### src/sv/eye_aspect_ratio_blink_assert.svh
// Assertion macros for the eye aspect ratio blink detector.
// Each macro takes a label, the clock, the active-low reset and the expressions to check.
`ifndef EYE_ASPECT_RATIO_BLINK_ASSERT_SVH
`define EYE_ASPECT_RATIO_BLINK_ASSERT_SVH

`ifndef NO_ASSERTIONS

// The expression must never hold outside reset.
`define EAR_ASSERT_NEVER(label, clk, rst_n, expr) \
    label: assert property (@(posedge clk) disable iff (!rst_n) !(expr)) \
        else $error("ear assertion failed: forbidden condition");

// The consequent must hold in the same cycle as the antecedent.
`define EAR_ASSERT_IMPLIES(label, clk, rst_n, ante, cons) \
    label: assert property (@(posedge clk) disable iff (!rst_n) (ante) |-> (cons)) \
        else $error("ear assertion failed: implication");

// The consequent must hold in the cycle after the antecedent.
`define EAR_ASSERT_NEXT(label, clk, rst_n, ante, cons) \
    label: assert property (@(posedge clk) disable iff (!rst_n) (ante) |=> (cons)) \
        else $error("ear assertion failed: next-cycle implication");

`else

`define EAR_ASSERT_NEVER(label, clk, rst_n, expr)
`define EAR_ASSERT_IMPLIES(label, clk, rst_n, ante, cons)
`define EAR_ASSERT_NEXT(label, clk, rst_n, ante, cons)

`endif

`endif

### src/sv/ear_pkg.sv
`timescale 1ns / 1ps

package ear_pkg;

    localparam int COORD_BITS_DEF = 12;

    localparam int NUM_POINTS = 12;
    localparam int EYE_POINTS = 6;
    localparam int PT_IDX_W   = $clog2(NUM_POINTS);
    localparam int CNT_W      = $clog2(NUM_POINTS + 1);

    // Q2.14 ratio format
    localparam int RATIO_BITS = 16;
    localparam int FRAC_BITS  = 14;
    // numerator >= den << OVF_SH means the quotient does not fit in RATIO_BITS
    localparam int DIV_SH     = RATIO_BITS - FRAC_BITS;
    localparam int OVF_SH     = DIV_SH + 1;

    localparam logic [RATIO_BITS-1:0] RATIO_MAX    = '1;
    localparam logic [RATIO_BITS-1:0] THRESH_RESET = 16'd3277;

    localparam int OUT_TDATA_W = ((3 * RATIO_BITS + 1 + 7) / 8) * 8;

    typedef logic [PT_IDX_W-1:0] t_pt_idx;

    typedef enum logic [1:0] {
        DIST_VA,
        DIST_VB,
        DIST_HC
    } t_dist;

    typedef enum logic [3:0] {
        S_IDLE,
        S_RD,
        S_DIFF,
        S_MULX,
        S_MULY,
        S_SQ_GO,
        S_SQ_RUN,
        S_DV_GO,
        S_DV_RUN,
        S_OUT
    } t_seq_state;

    typedef enum logic {
        MODE_SQRT,
        MODE_DIV
    } t_iter_mode;

    typedef struct packed {
        logic       start;
        t_iter_mode mode;
    } t_iter_cmd;

    // Store address of one end of a distance pair: p1-p5, p2-p4, p0-p3
    function automatic t_pt_idx pair_addr(logic eye, t_dist d, logic far_end);
        logic [2:0] off;
        unique case (d)
            DIST_VA: off = far_end ? 3'd5 : 3'd1;
            DIST_VB: off = far_end ? 3'd4 : 3'd2;
            DIST_HC: off = far_end ? 3'd3 : 3'd0;
            default: off = 3'd0;
        endcase
        return t_pt_idx'(off) + (eye ? t_pt_idx'(EYE_POINTS) : t_pt_idx'(0));
    endfunction

endpackage

### src/sv/eye_aspect_ratio_blink.sv
`timescale 1ns / 1ps

// Eye aspect ratio blink detector. Feed twelve landmark points, one word each:
// six of the first eye, then six of the second, each in ring order p0..p5.
// s_axis_tuser marks a point that restarts loading as point zero; after twelve
// points the count wraps by itself. Each of the first eleven points is a write
// into the point store. The twelfth point starts the computation, during which
// s_axis_tready is low: for each eye, three Euclidean distances, each a store
// read, a difference, the shared multiplier squaring dx and then dy, a start
// step and a run of the shared compare-subtract unit over ROOT_BITS root bits
// (ROOT_BITS = COORD_BITS + 15), then one division of a start step and a run
// of the same unit over 16 quotient bits; then the result word is loaded.
// The load waits while an earlier result word is still waiting. The result word
// (both eye ratios and their mean, all Q2.14, and the blink flag) sits in an
// output register, so loading of the next set goes on while it waits.
// i_cfg_wr_en writes the blink threshold (reset 0.2); write it only while
// the block is idle.
`include "eye_aspect_ratio_blink_assert.svh"

module eye_aspect_ratio_blink #(
    parameter int COORD_BITS = ear_pkg::COORD_BITS_DEF
) (
    input  logic i_clk,
    input  logic i_rst_n,

    // point stream
    input  logic                                   s_axis_tvalid,
    output logic                                   s_axis_tready,
    // tdata, lowest bit up: point_x, point_y, zero fill
    input  logic [((2*COORD_BITS+7)/8)*8-1:0]      s_axis_tdata,
    // tuser: first_point
    input  logic                                   s_axis_tuser,

    // result stream
    output logic                                   m_axis_tvalid,
    input  logic                                   m_axis_tready,
    // tdata, lowest bit up: first_eye_ratio, second_eye_ratio,
    // average_ratio, blinking, zero fill
    output logic [ear_pkg::OUT_TDATA_W-1:0]        m_axis_tdata,

    // blink threshold register
    input  logic                                   i_cfg_wr_en,
    input  logic [ear_pkg::RATIO_BITS-1:0]         i_cfg_wr_data
);

    import ear_pkg::*;

    // squared distance, radicand scaled by 2^28, root width, unit width
    localparam int S_W  = 2 * COORD_BITS + 1;
    localparam int SQ_W = S_W + 2 * FRAC_BITS;
    localparam int R_W  = (SQ_W + 1) / 2;
    localparam int U_W  = R_W + 2;
    localparam int F_W  = 2 * R_W;

    // ------------------------------------------------------------------
    // Control registers
    // ------------------------------------------------------------------
    t_seq_state           r_state, n_state;
    logic [CNT_W-1:0]     r_count, n_count;
    logic                 r_eye, n_eye;
    t_dist                r_dsel, n_dsel;
    logic [RATIO_BITS-1:0] r_thresh;
    logic                 r_out_valid;

    // ------------------------------------------------------------------
    // Datapath registers
    // ------------------------------------------------------------------
    logic [COORD_BITS-1:0] r_dx, r_dy;
    logic [S_W-1:0]        r_sum;
    logic [R_W-1:0]        r_da, r_db, r_dc;
    logic                  r_ovf;
    logic [RATIO_BITS-1:0] r_ratio0, r_ratio1;
    logic [OUT_TDATA_W-1:0] r_out_data;

    // ------------------------------------------------------------------
    // Input side: pick the store slot for the incoming point
    // ------------------------------------------------------------------
    logic             in_acc;
    logic [CNT_W-1:0] slot;
    logic             set_done;

    assign s_axis_tready = (r_state == S_IDLE);
    assign in_acc        = s_axis_tvalid && s_axis_tready;

    always_comb begin
        if (s_axis_tuser || (r_count >= CNT_W'(NUM_POINTS))) begin
            slot = '0;
        end else begin
            slot = r_count;
        end
        set_done = (slot == CNT_W'(NUM_POINTS - 1));
    end

    // ------------------------------------------------------------------
    // Point store: x in the low half, y in the high half
    // ------------------------------------------------------------------
    logic [2*COORD_BITS-1:0] rd_a, rd_b;
    t_pt_idx                 raddr_a, raddr_b;

    assign raddr_a = pair_addr(r_eye, r_dsel, 1'b0);
    assign raddr_b = pair_addr(r_eye, r_dsel, 1'b1);

    ear_ram #(
        .WIDTH (2 * COORD_BITS),
        .DEPTH (NUM_POINTS)
    ) u_store (
        .i_clk     (i_clk),
        .i_we      (in_acc),
        .i_waddr   (slot[PT_IDX_W-1:0]),
        .i_wdata   (s_axis_tdata[2*COORD_BITS-1:0]),
        .i_raddr_a (raddr_a),
        .i_raddr_b (raddr_b),
        .o_rdata_a (rd_a),
        .o_rdata_b (rd_b)
    );

    // absolute coordinate differences of the pair just read
    logic [COORD_BITS-1:0] ax, ay, bx, by, abs_dx, abs_dy;

    always_comb begin
        ax = rd_a[COORD_BITS-1:0];
        ay = rd_a[2*COORD_BITS-1:COORD_BITS];
        bx = rd_b[COORD_BITS-1:0];
        by = rd_b[2*COORD_BITS-1:COORD_BITS];
        abs_dx = (ax >= bx) ? (ax - bx) : (bx - ax);
        abs_dy = (ay >= by) ? (ay - by) : (by - ay);
    end

    // one multiplier squares dx, then dy
    logic [COORD_BITS-1:0]   mul_op;
    logic [2*COORD_BITS-1:0] mul_p;

    assign mul_op = (r_state == S_MULY) ? r_dy : r_dx;
    assign mul_p  = mul_op * mul_op;

    // ------------------------------------------------------------------
    // Operands for the shared compare-subtract unit
    // ------------------------------------------------------------------
    t_iter_cmd            iter_cmd;
    logic                 iter_done;
    logic [R_W-1:0]       iter_acc;
    logic [R_W:0]         num_sum;
    logic [R_W+FRAC_BITS:0] num_full;
    logic [U_W-1:0]       iter_rem_init;
    logic [U_W-1:0]       iter_den;
    logic [F_W-1:0]       iter_feed;
    logic                 ovf;

    always_comb begin
        num_sum  = {1'b0, r_da} + {1'b0, r_db};
        num_full = {num_sum, {FRAC_BITS{1'b0}}};
        // quotient would not fit in 16 bits; also covers a zero horizontal distance
        ovf      = ((R_W + OVF_SH)'(num_sum) >= {r_dc, {OVF_SH{1'b0}}});
        iter_den = U_W'({r_dc, 1'b0});
        if (iter_cmd.mode == MODE_SQRT) begin
            iter_rem_init = '0;
            iter_feed     = F_W'({r_sum, {(2 * FRAC_BITS){1'b0}}});
        end else begin
            iter_rem_init = U_W'(num_sum >> DIV_SH);
            iter_feed     = {num_full[RATIO_BITS-1:0], {(F_W - RATIO_BITS){1'b0}}};
        end
    end

    ear_iter #(
        .ROOT_BITS (R_W)
    ) u_iter (
        .i_clk       (i_clk),
        .i_rst_n     (i_rst_n),
        .i_cmd       (iter_cmd),
        .i_rem_init  (iter_rem_init),
        .i_den       (iter_den),
        .i_feed_init (iter_feed),
        .o_done      (iter_done),
        .o_acc       (iter_acc)
    );

    // ------------------------------------------------------------------
    // Sequencer: next state
    // ------------------------------------------------------------------
    always_comb begin
        n_state = r_state;
        n_eye   = r_eye;
        n_dsel  = r_dsel;
        n_count = r_count;
        unique case (r_state)
            S_IDLE: begin
                if (in_acc) begin
                    n_count = set_done ? '0 : (slot + CNT_W'(1));
                    if (set_done) begin
                        n_state = S_RD;
                        n_eye   = 1'b0;
                        n_dsel  = DIST_VA;
                    end
                end
            end
            S_RD:    n_state = S_DIFF;
            S_DIFF:  n_state = S_MULX;
            S_MULX:  n_state = S_MULY;
            S_MULY:  n_state = S_SQ_GO;
            S_SQ_GO: n_state = S_SQ_RUN;
            S_SQ_RUN: begin
                if (iter_done) begin
                    unique case (r_dsel)
                        DIST_VA: begin
                            n_dsel  = DIST_VB;
                            n_state = S_RD;
                        end
                        DIST_VB: begin
                            n_dsel  = DIST_HC;
                            n_state = S_RD;
                        end
                        default: n_state = S_DV_GO;
                    endcase
                end
            end
            S_DV_GO: n_state = S_DV_RUN;
            S_DV_RUN: begin
                if (iter_done) begin
                    n_dsel = DIST_VA;
                    if (r_eye) begin
                        n_state = S_OUT;
                    end else begin
                        n_eye   = 1'b1;
                        n_state = S_RD;
                    end
                end
            end
            S_OUT: begin
                if (!r_out_valid || m_axis_tready) begin
                    n_state = S_IDLE;
                end
            end
            default: n_state = S_IDLE;
        endcase
    end

    // ------------------------------------------------------------------
    // Sequencer: outputs
    // ------------------------------------------------------------------
    logic out_load;

    always_comb begin
        iter_cmd.start = 1'b0;
        iter_cmd.mode  = MODE_SQRT;
        out_load       = 1'b0;
        unique case (r_state)
            S_SQ_GO: begin
                iter_cmd.start = 1'b1;
                iter_cmd.mode  = MODE_SQRT;
            end
            S_DV_GO: begin
                iter_cmd.start = 1'b1;
                iter_cmd.mode  = MODE_DIV;
            end
            S_DV_RUN: iter_cmd.mode = MODE_DIV;
            S_OUT:    out_load = !r_out_valid || m_axis_tready;
            default: ;
        endcase
    end

    // ------------------------------------------------------------------
    // Control state
    // ------------------------------------------------------------------
    always_ff @(posedge i_clk) begin
        if (!i_rst_n) begin
            r_state     <= S_IDLE;
            r_count     <= '0;
            r_eye       <= 1'b0;
            r_dsel      <= DIST_VA;
            r_thresh    <= THRESH_RESET;
            r_out_valid <= 1'b0;
        end else begin
            r_state <= n_state;
            r_count <= n_count;
            r_eye   <= n_eye;
            r_dsel  <= n_dsel;
            if (i_cfg_wr_en) begin
                r_thresh <= i_cfg_wr_data;
            end
            if (out_load) begin
                r_out_valid <= 1'b1;
            end else if (m_axis_tready) begin
                r_out_valid <= 1'b0;
            end
        end
    end

    // ------------------------------------------------------------------
    // Datapath
    // ------------------------------------------------------------------
    logic [RATIO_BITS:0]   ratio_sum;
    logic [RATIO_BITS-1:0] avg;
    logic                  blink;

    always_comb begin
        ratio_sum = {1'b0, r_ratio0} + {1'b0, r_ratio1};
        avg       = ratio_sum[RATIO_BITS:1];
        blink     = (avg <= r_thresh);
    end

    always_ff @(posedge i_clk) begin
        case (r_state)
            S_DIFF: begin
                r_dx <= abs_dx;
                r_dy <= abs_dy;
            end
            S_MULX: r_sum <= S_W'(mul_p);
            S_MULY: r_sum <= r_sum + S_W'(mul_p);
            S_SQ_RUN: begin
                // store the finished distance in its slot
                if (iter_done) begin
                    case (r_dsel)
                        DIST_VA: r_da <= iter_acc;
                        DIST_VB: r_db <= iter_acc;
                        default: r_dc <= iter_acc;
                    endcase
                end
            end
            S_DV_GO: r_ovf <= ovf;
            S_DV_RUN: begin
                if (iter_done) begin
                    if (r_eye) begin
                        r_ratio1 <= r_ovf ? RATIO_MAX : iter_acc[RATIO_BITS-1:0];
                    end else begin
                        r_ratio0 <= r_ovf ? RATIO_MAX : iter_acc[RATIO_BITS-1:0];
                    end
                end
            end
            S_OUT: begin
                if (out_load) begin
                    r_out_data <= OUT_TDATA_W'({blink, avg, r_ratio1, r_ratio0});
                end
            end
            default: ;
        endcase
    end

    assign m_axis_tvalid = r_out_valid;
    assign m_axis_tdata  = r_out_data;

    // ------------------------------------------------------------------
    // Assertions
    // ------------------------------------------------------------------
    // the shared unit only finishes while the sequencer waits for it
    `EAR_ASSERT_IMPLIES(a_done_in_run, i_clk, i_rst_n, iter_done,
        (r_state == S_SQ_RUN) || (r_state == S_DV_RUN))
    // the twelfth point starts the computation and wraps the count
    `EAR_ASSERT_NEXT(a_set_start, i_clk, i_rst_n, in_acc && set_done,
        (r_state == S_RD) && (r_count == '0) && !s_axis_tready)
    // the point count never reaches a full set
    `EAR_ASSERT_NEVER(a_count_range, i_clk, i_rst_n, r_count >= CNT_W'(NUM_POINTS))

endmodule

### src/sv/ear_ram.sv
`timescale 1ns / 1ps

module ear_ram #(
    parameter int WIDTH = 24,
    parameter int DEPTH = 12
) (
    input  logic                     i_clk,
    input  logic                     i_we,
    input  logic [$clog2(DEPTH)-1:0] i_waddr,
    input  logic [WIDTH-1:0]         i_wdata,
    input  logic [$clog2(DEPTH)-1:0] i_raddr_a,
    input  logic [$clog2(DEPTH)-1:0] i_raddr_b,
    output logic [WIDTH-1:0]         o_rdata_a,
    output logic [WIDTH-1:0]         o_rdata_b
);

    logic [WIDTH-1:0] r_mem [DEPTH];

    always_ff @(posedge i_clk) begin
        if (i_we) begin
            r_mem[i_waddr] <= i_wdata;
        end
        o_rdata_a <= r_mem[i_raddr_a];
        o_rdata_b <= r_mem[i_raddr_b];
    end

endmodule

### src/sv/ear_iter.sv
`timescale 1ns / 1ps

// Shared compare-subtract unit: restoring square root (two bits a step)
// or restoring division (one bit a step).
module ear_iter #(
    parameter int ROOT_BITS = 27
) (
    input  logic                   i_clk,
    input  logic                   i_rst_n,
    input  ear_pkg::t_iter_cmd     i_cmd,
    input  logic [ROOT_BITS+1:0]   i_rem_init,
    input  logic [ROOT_BITS+1:0]   i_den,
    input  logic [2*ROOT_BITS-1:0] i_feed_init,
    output logic                   o_done,
    output logic [ROOT_BITS-1:0]   o_acc
);

    import ear_pkg::*;

    localparam int U_W = ROOT_BITS + 2;
    localparam int F_W = 2 * ROOT_BITS;
    localparam int C_W = $clog2(ROOT_BITS + 1);

    logic             r_busy;
    logic             r_done;
    t_iter_mode       r_mode;
    logic [C_W-1:0]   r_cnt;
    logic [U_W-1:0]   r_rem;
    logic [U_W-1:0]   r_den;
    logic [ROOT_BITS-1:0] r_acc;
    logic [F_W-1:0]   r_feed;

    logic [U_W-1:0]   rem_sh;
    logic [U_W-1:0]   trial;
    logic             ge;
    logic [U_W-1:0]   n_rem;
    logic [ROOT_BITS-1:0] n_acc;
    logic [F_W-1:0]   n_feed;
    logic             last;

    always_comb begin
        if (r_mode == MODE_SQRT) begin
            rem_sh = {r_rem[U_W-3:0], r_feed[F_W-1 -: 2]};
            trial  = {r_acc, 2'b01};
            n_feed = {r_feed[F_W-3:0], 2'b00};
        end else begin
            rem_sh = {r_rem[U_W-2:0], r_feed[F_W-1]};
            trial  = r_den;
            n_feed = {r_feed[F_W-2:0], 1'b0};
        end
        ge    = (rem_sh >= trial);
        n_rem = ge ? (rem_sh - trial) : rem_sh;
        n_acc = {r_acc[ROOT_BITS-2:0], ge};
        last  = (r_cnt == C_W'(1));
    end

    always_ff @(posedge i_clk) begin
        if (!i_rst_n) begin
            r_busy <= 1'b0;
            r_done <= 1'b0;
            r_cnt  <= '0;
            r_mode <= MODE_SQRT;
        end else if (i_cmd.start) begin
            r_busy <= 1'b1;
            r_done <= 1'b0;
            r_mode <= i_cmd.mode;
            r_cnt  <= (i_cmd.mode == MODE_SQRT) ? C_W'(ROOT_BITS) : C_W'(RATIO_BITS);
        end else if (r_busy) begin
            r_cnt <= r_cnt - C_W'(1);
            if (last) begin
                r_busy <= 1'b0;
                r_done <= 1'b1;
            end
        end else begin
            r_done <= 1'b0;
        end
    end

    always_ff @(posedge i_clk) begin
        if (i_cmd.start) begin
            r_rem  <= i_rem_init;
            r_den  <= i_den;
            r_feed <= i_feed_init;
            r_acc  <= '0;
        end else if (r_busy) begin
            r_rem  <= n_rem;
            r_acc  <= n_acc;
            r_feed <= n_feed;
        end
    end

    assign o_done = r_done;
    assign o_acc  = r_acc;

endmodule
### config.mk
export PLATFORM = sky130hd
export DESIGN_NAME = eye_aspect_ratio_blink
export DESIGN_NICKNAME = d
export VERILOG_FILES = /design/src/sv/ear_pkg.sv /design/src/sv/eye_aspect_ratio_blink.sv /design/src/sv/ear_ram.sv /design/src/sv/ear_iter.sv
export VERILOG_INCLUDE_DIRS = /design/src /design/src/sv
export SDC_FILE = /design/constraint.sdc
export NUM_CORES = 1
export LEC_CHECK = 0
export ABC_AREA = 1
export BUFFER_PORTS_ARGS = -buffer_cell sky130_fd_sc_hd__buf_2
export CAP_MARGIN = 20
export CORE_ASPECT_RATIO = 1.4
export CORE_MARGIN = 3
export CORE_UTILIZATION = 45
export CTS_CLUSTER_DIAMETER = 50
export DETAILED_ROUTE_END_ITERATION = 10
export SYNTH_ARGS = -nofsm -noshare
export SYNTH_HDL_FRONTEND = slang
export SYNTH_SLANG_ARGS = --single-unit
### constraint.sdc
create_clock -name i_clk -period 18.5 [get_ports i_clk]
set_clock_uncertainty 0.15 [all_clocks]
set_input_delay 0.925 -clock i_clk [delete_from_list [all_inputs] [get_ports i_clk]]
set_output_delay 0.925 -clock i_clk [all_outputs]
set_load 0.005 [all_outputs]
==> flow_summary.toml, run 1 <==
[clocking]
clock-root-buffer = "clkbuf_16"
cts_htree_levels = 3
cts_tree = "done"
clockBufferDepth = 3
clk_pin_slew_ps = 60
cts_hold_buf = 0
clk_latency_ps = 650
cts_sinks = 692
cts_resized = 0
postCtsSetupBuffers = 0
cts_buffers = 81

[worst_setup_path]
cp_common_cell = "inv_1"
cp.depth = 35
timing.rr.end = "r_sum[22]"
r2r_start = "r_state[2]"
critical-path-top-delay-family = "adder cells"
end_kind = "register"
crit_buf_inv = 9
cp-endpoint = "r_sum[22]"
required_ps = 18750
cp-start-kind = "register"
cp.arrival_ps = 8920
crit_path_max_fanout = 52
critPathLaunch = "r_state[2]"
cp_slowest_stage_delay_ps = 720
reg2reg_slack_ps = 9830
critical_path_class = "reg -> reg"
crit_path_top_delay_cell = "inv_1"
rr_worst_depth = 35

[logic_synthesis]
synth_area_sq_um = 42100
synth_edf_count = 581
synth_cell_types = 63
yosysWarnings = 0
ys_ff_latch = 692
seq_area_frac_synth_pct = 46.7
yosysTopAreaCell = "edfxtp_1"
syn_inst = 4793
ys.flop_type = "edfxtp_1"
synthArstFlopShare_pct = 0
synth_top_area_share_pct = 41.4
syn_avg_cell_area_sq_um = 8.79
synth_area_leaders = "edfxtp_1 (41%), nand2_1 (8.8%), ha_1 (7.3%)"

[final_layout]
nets = 5216
seqCellArea_sq_um = 19700
nFillCells = 8792
area_delta_synth_final_pct = 10.3
drive_above_1_share_pct = 7.63
multi_input_area_sq_um = 19200

[timing]
fmax_ghz = 0.115
worst_pin_slew_ps = 1140
rsz0062_at_grt = "no"
finalCritPeriodShare_pct = 46.9
setup_violations = 0
maxSlewViolCount = 0
fin_crit_ps = 8670
setup_tns_ps = 0
finalHoldViolCount = 0
slew_headroom_pct = 23.2

[routing]
dr.pass1.iters = 8
vias_per_cell = 5.45
drc = 0
drt_iter0_markers = 2240
wirelength_mm = 125
routedWlPerCell_um = 20.4
ant_nets = 0
vias = 33300

[job]
maxCapViolCount = 0

[global_routing]
grt_pass1_vias = 33700
grt_max_degree = 99
grt_overflow = 0
grt_usage_pct = 25.4
grt_pass1_wl_mm = 190
antenna_found_initial = 5

[die]
ios = 104
die_h_um = 368
coreArea_sq_um = 92700
die-area_sq_um = 97400
start_util_pct = 45.5
dieWidth_um = 265
core.rowCount = 132

[worst_hold_path]
hold_path_class = "reg -> reg"

[place]
io_buffers = 96
hpwl_mm = 90.6
gp_congestion = 0.937

[outcome]
status = "finished clean"
[worst min-delay path by stage]
| stage | startpoint | end | cells after the start |
|---|---|---|---|
| final | r_dc[25] | u_iter.r_den[26] | 0 |
| after global routing | r_ratio0[8] | m_axis_tdata[8] | 0 |
| after CTS | r_dc[25] | u_iter.r_den[26] | 0 |
| after detailed placement | r_dc[25] | u_iter.r_den[26] | 0 |
| after global placement | r_dc[25] | u_iter.r_den[26] | 0 |
| after floorplan | r_dc[25] | u_iter.r_den[26] | 0 |
[metal layers]
metal / up-vias / share of wire [%] / GRT usage, %
met4: 4 / 6.8 / 16.2
met3: 333 / 4.5 / 3.35
li1: 16300 / - / -
met5: - / 0.024 / 0
met1: 15700 / 34 / 24.8
met2: 943 / 54 / 49.8
[cells in the final DEF (no fill, tap or decap), types with 11 or more instances in the layout]
cell / instances
o21ai_1: 53
nand2_1: 989
nand4_1: 42
o22ai_1: 27
fa_1: 90
ha_1: 244
a22oi_1: 26
clkinv_2: 12
nand3_1: 197
buf_4: 46
a22o_1: 22
edfxtp_1: 581
a21oi_1: 372
nor2_4: 14
inv_1: 646
dfxtp_1: 108
nor3_1: 28
xor2_1: 66
inv_2: 19
o211ai_1: 45
xnor2_1: 36
and2_1: 17
clkinv_1: 11
nor2_2: 17
mux2i_1: 12
buf_2: 96
clkbuf_1: 16
o21ai_0: 473
o21bai_1: 16
a31oi_1: 22
nor2_1: 308
clkbuf_16: 83
[kinds of logic after synthesis]
family / share of synthesized area [%]
simple gates: 16.4
compound gates: 14.6
buf+inv: 8.20
flops: 46.7
fa+ha+maj: 11.6
xor+xnor: 2.12
mux: 0.419
other cells: 0.00890
[stage by stage]
stage / utilization [%] / instances / worst slack, ps / hold WS, ps / cell area, sq um
finish: 50.2 / 6112 / 9830 / 288 / 46500
global route: 50.2 / 6109 / 9210 / 309 / 46500
CTS: 50.1 / 6108 / 9810 / 287 / 46500
detailed placement: 47.2 / 5956 / 9820 / 273 / 43700
global placement: 47.2 / 5955 / 9910 / 273 / 43700
floorplan: - / 4799 / 11760 / 267 / 42200
[registers in the layout (all words and copies together), names as in the netlist, 5 cells and up]
| register | flops |
|---|---|
| u_store.r_mem | 288 |
| m_axis_tdata | 49 |
| u_iter.r_rem | 28 |
| r_da | 27 |
| r_db | 27 |
| r_dc | 27 |
| u_iter.o_acc | 27 |
| u_iter.r_den | 27 |
| u_iter.r_feed | 26 |
| r_sum | 25 |
| u_store.o_rdata_a | 24 |
| u_store.o_rdata_b | 24 |
| r_ratio0 | 16 |
| r_ratio1 | 16 |
| r_thresh | 16 |
| r_dx | 12 |
| r_dy | 12 |
| u_iter.r_cnt | 5 |
[synth_stat cells, drive strengths merged, types with 2 or more instances]
master / count
a211oi: 7
a21boi: 9
a21o: 9
a21oi: 374
a22o: 22
a22oi: 26
a31oi: 22
and2: 18
buf: 110
clkbuf: 82
clkinv: 2
dfxtp: 111
edfxtp: 581
fa: 90
ha: 246
inv: 668
mux2: 5
mux2i: 12
nand2: 996
nand3: 201
nand3b: 9
nand4: 42
nor2: 339
nor3: 35
nor4: 7
o2111ai: 8
o211ai: 45
o21a: 6
o21ai: 536
o21bai: 16
o22ai: 27
o31ai: 8
or2: 12
or3: 3
xnor2: 36
xor2: 66
[worst register-to-register path: cells and delay by family, from the launching register on]
kind	cells	cell delay (ps)
simple gates	13	1910
buf+inv	9	1460
fa+ha+maj	7	3320
flops	1	410
compound gates	6	1160
[cell type report]
cell class                      count  area share (%)
Tap cell                         1206            3.25
Timing Repair Buffer              144            1.85
Inverter                          670            5.41
Clock buffer                      103            4.72
Multi-Input combinational cell   3245            41.3
Sequential cell                   692            42.3
Clock inverter                     49            1.18
Antenna cell                        3          0.0161
Power of run 1 is left out: the tool's default activity adds up to more than one toggle a clock period on the data nets, which glitch-free logic cannot reach.
==> run 2: changes to the inputs <==
==> constraint.sdc (replaced) <==
create_clock -name i_clk -period 9.1 [get_ports i_clk]
set_clock_uncertainty 0.15 [all_clocks]
set_input_delay 0.455 -clock i_clk [delete_from_list [all_inputs] [get_ports i_clk]]
set_output_delay 0.455 -clock i_clk [all_outputs]
set_load 0.005 [all_outputs]
==> flow_summary.toml, run 2 (same netlist as run 1, synthesis figures left out) <==
[outcome]
status = "finished clean"

[global_routing]
antenna_found_initial = 2
grt_pass1_wl_mm = 191
grt_overflow = 0
grt_max_degree = 191
grt_pass1_vias = 34000
grt_usage_pct = 25.7

[worst_setup_path]
crit_path_top_delay_cell = "fa_1"
r2r_start = "r_state[3]"
cp_common_cell = "inv_1"
cp.arrival_ps = 8370
critical_path_class = "reg -> reg"
cp-start-kind = "register"
timing.rr.end = "r_sum[24]"
end_kind = "register"
required_ps = 9360
reg2reg_slack_ps = 990
rr_worst_depth = 35
cp_slowest_stage_delay_ps = 550
crit_path_max_fanout = 52

[final_layout]
mostFrequentLayoutCells = "nand2_1 (989), inv_1 (646), edfxtp_1 (581)"
nets = 5261
largest-register = "u_store.r_mem"
area_delta_synth_final_pct = 11.5
nFillCells = 8716
multi_input_area_sq_um = 19200
seqCellArea_sq_um = 19700
final_common_cell = "nand2_1"
drive_above_1_share_pct = 7.62
largest_reg_flops = 288

[timing]
rsz0062_at_grt = "no"
setup_violations = 0
finalCritPeriodShare_pct = 89.1
maxSlewViolCount = 0
fin_crit_ps = 8110
worst_pin_slew_ps = 1080
slew_headroom_pct = 27.1
finalHoldViolCount = 0
setup_tns_ps = 0
fmax_ghz = 0.123

[die]
die-area_sq_um = 97400
core.rowCount = 132
coreArea_sq_um = 92700
die_h_um = 368
start_util_pct = 45.5
dieWidth_um = 265
ios = 104

[place]
gp_congestion = 0.945
hpwl_mm = 92.0
io_buffers = 96

[clocking]
cts_buffers = 81
clk_pin_slew_ps = 60
clock-root-buffer = "clkbuf_16"
clk_latency_ps = 660
cts_htree_levels = 3
cts_sinks = 692
cts_tree = "done"
cts_resized = 0
clockBufferDepth = 3

[routing]
wirelength_mm = 126
ant_nets = 0
vias = 33500
drc = 0
routedWlPerCell_um = 20.5
drt_iter0_markers = 2299
dr.pass1.iters = 6
vias_per_cell = 5.44

[worst_hold_path]
min_delay_worst_endpoint = "r_thresh[3]"
hold_path_class = "in -> reg"
timing.hold.worst.start = "i_cfg_wr_en"
hold_depth = 2

[job]
maxCapViolCount = 0
run 2: changes by cell type in the layout (fill, tap and decap cells not counted), sizes merged:
cell and delta:
clkbuf +3, dlygate4sd3 +44, diode -2, buf +1, inv +1, clkinv -3
bufinv -2
run 2: layout make-up:
cell class	count	share of cell area [%]
Timing Repair Buffer	189	2.79
Multi-Input combinational cell	3245	40.8
Antenna cell	1	0.00533
Clock buffer	106	4.82
Sequential cell	692	41.9
Clock inverter	45	1.12
Inverter	670	5.36
Tap cell	1206	3.21
run 2: what timing repair did:
| item | 4_1_cts | 5_1_grt |
|---|---|---|
| hold buffers | 44 | 0 |
| setup buffers | 0 | 0 |
| endpoints found under the hold margin | 305 | 0 |
run 2: stage by stage:
step	worst slack (ps)	area, sq um	hold slack, ps	utilization [%]	instances
after floorplan	2360	42200	267	-	4799
final	988	47000	34.8	50.7	6154
after CTS	1020	47000	0.194	50.7	6153
after global routing	374	47000	83.3	50.7	6154
after global placement	1130	43700	273	47.2	5957
after detailed placement	1060	43700	273	47.2	5958
run 2: critical path: cells and delay by family (launching register included):
kind	cells	cell delay, ps
AND/OR/NAND/NOR	17	2790
buffers and inverters	9	860
adder cells (fa/ha/maj)	7	3330
flip-flops	1	330
AO/OA/AOI/OAI	2	340
run 2: how the worst max path moves through the flow:
stage	startpoint	endpoint	slack, ps	cells after the start
floorplan	r_state[3]	r_sum[24]	2360	35
global placement	r_state[3]	r_sum[22]	1130	33
detailed placement	r_state[3]	r_sum[24]	1060	35
CTS	r_state[3]	r_sum[24]	1020	35
global route	r_state[3]	r_sum[19]	370	35
finish	r_state[3]	r_sum[24]	990	35
run 2: metal layers:
layer | GRT usage (%) | wire [um]
met5 | 0 | 0
met2 | 50.0 | 67800
met4 | 18.9 | 10200
met1 | 24.8 | 42700
met3 | 2.83 | 5400
Power of run 2 is left out for the same reason.
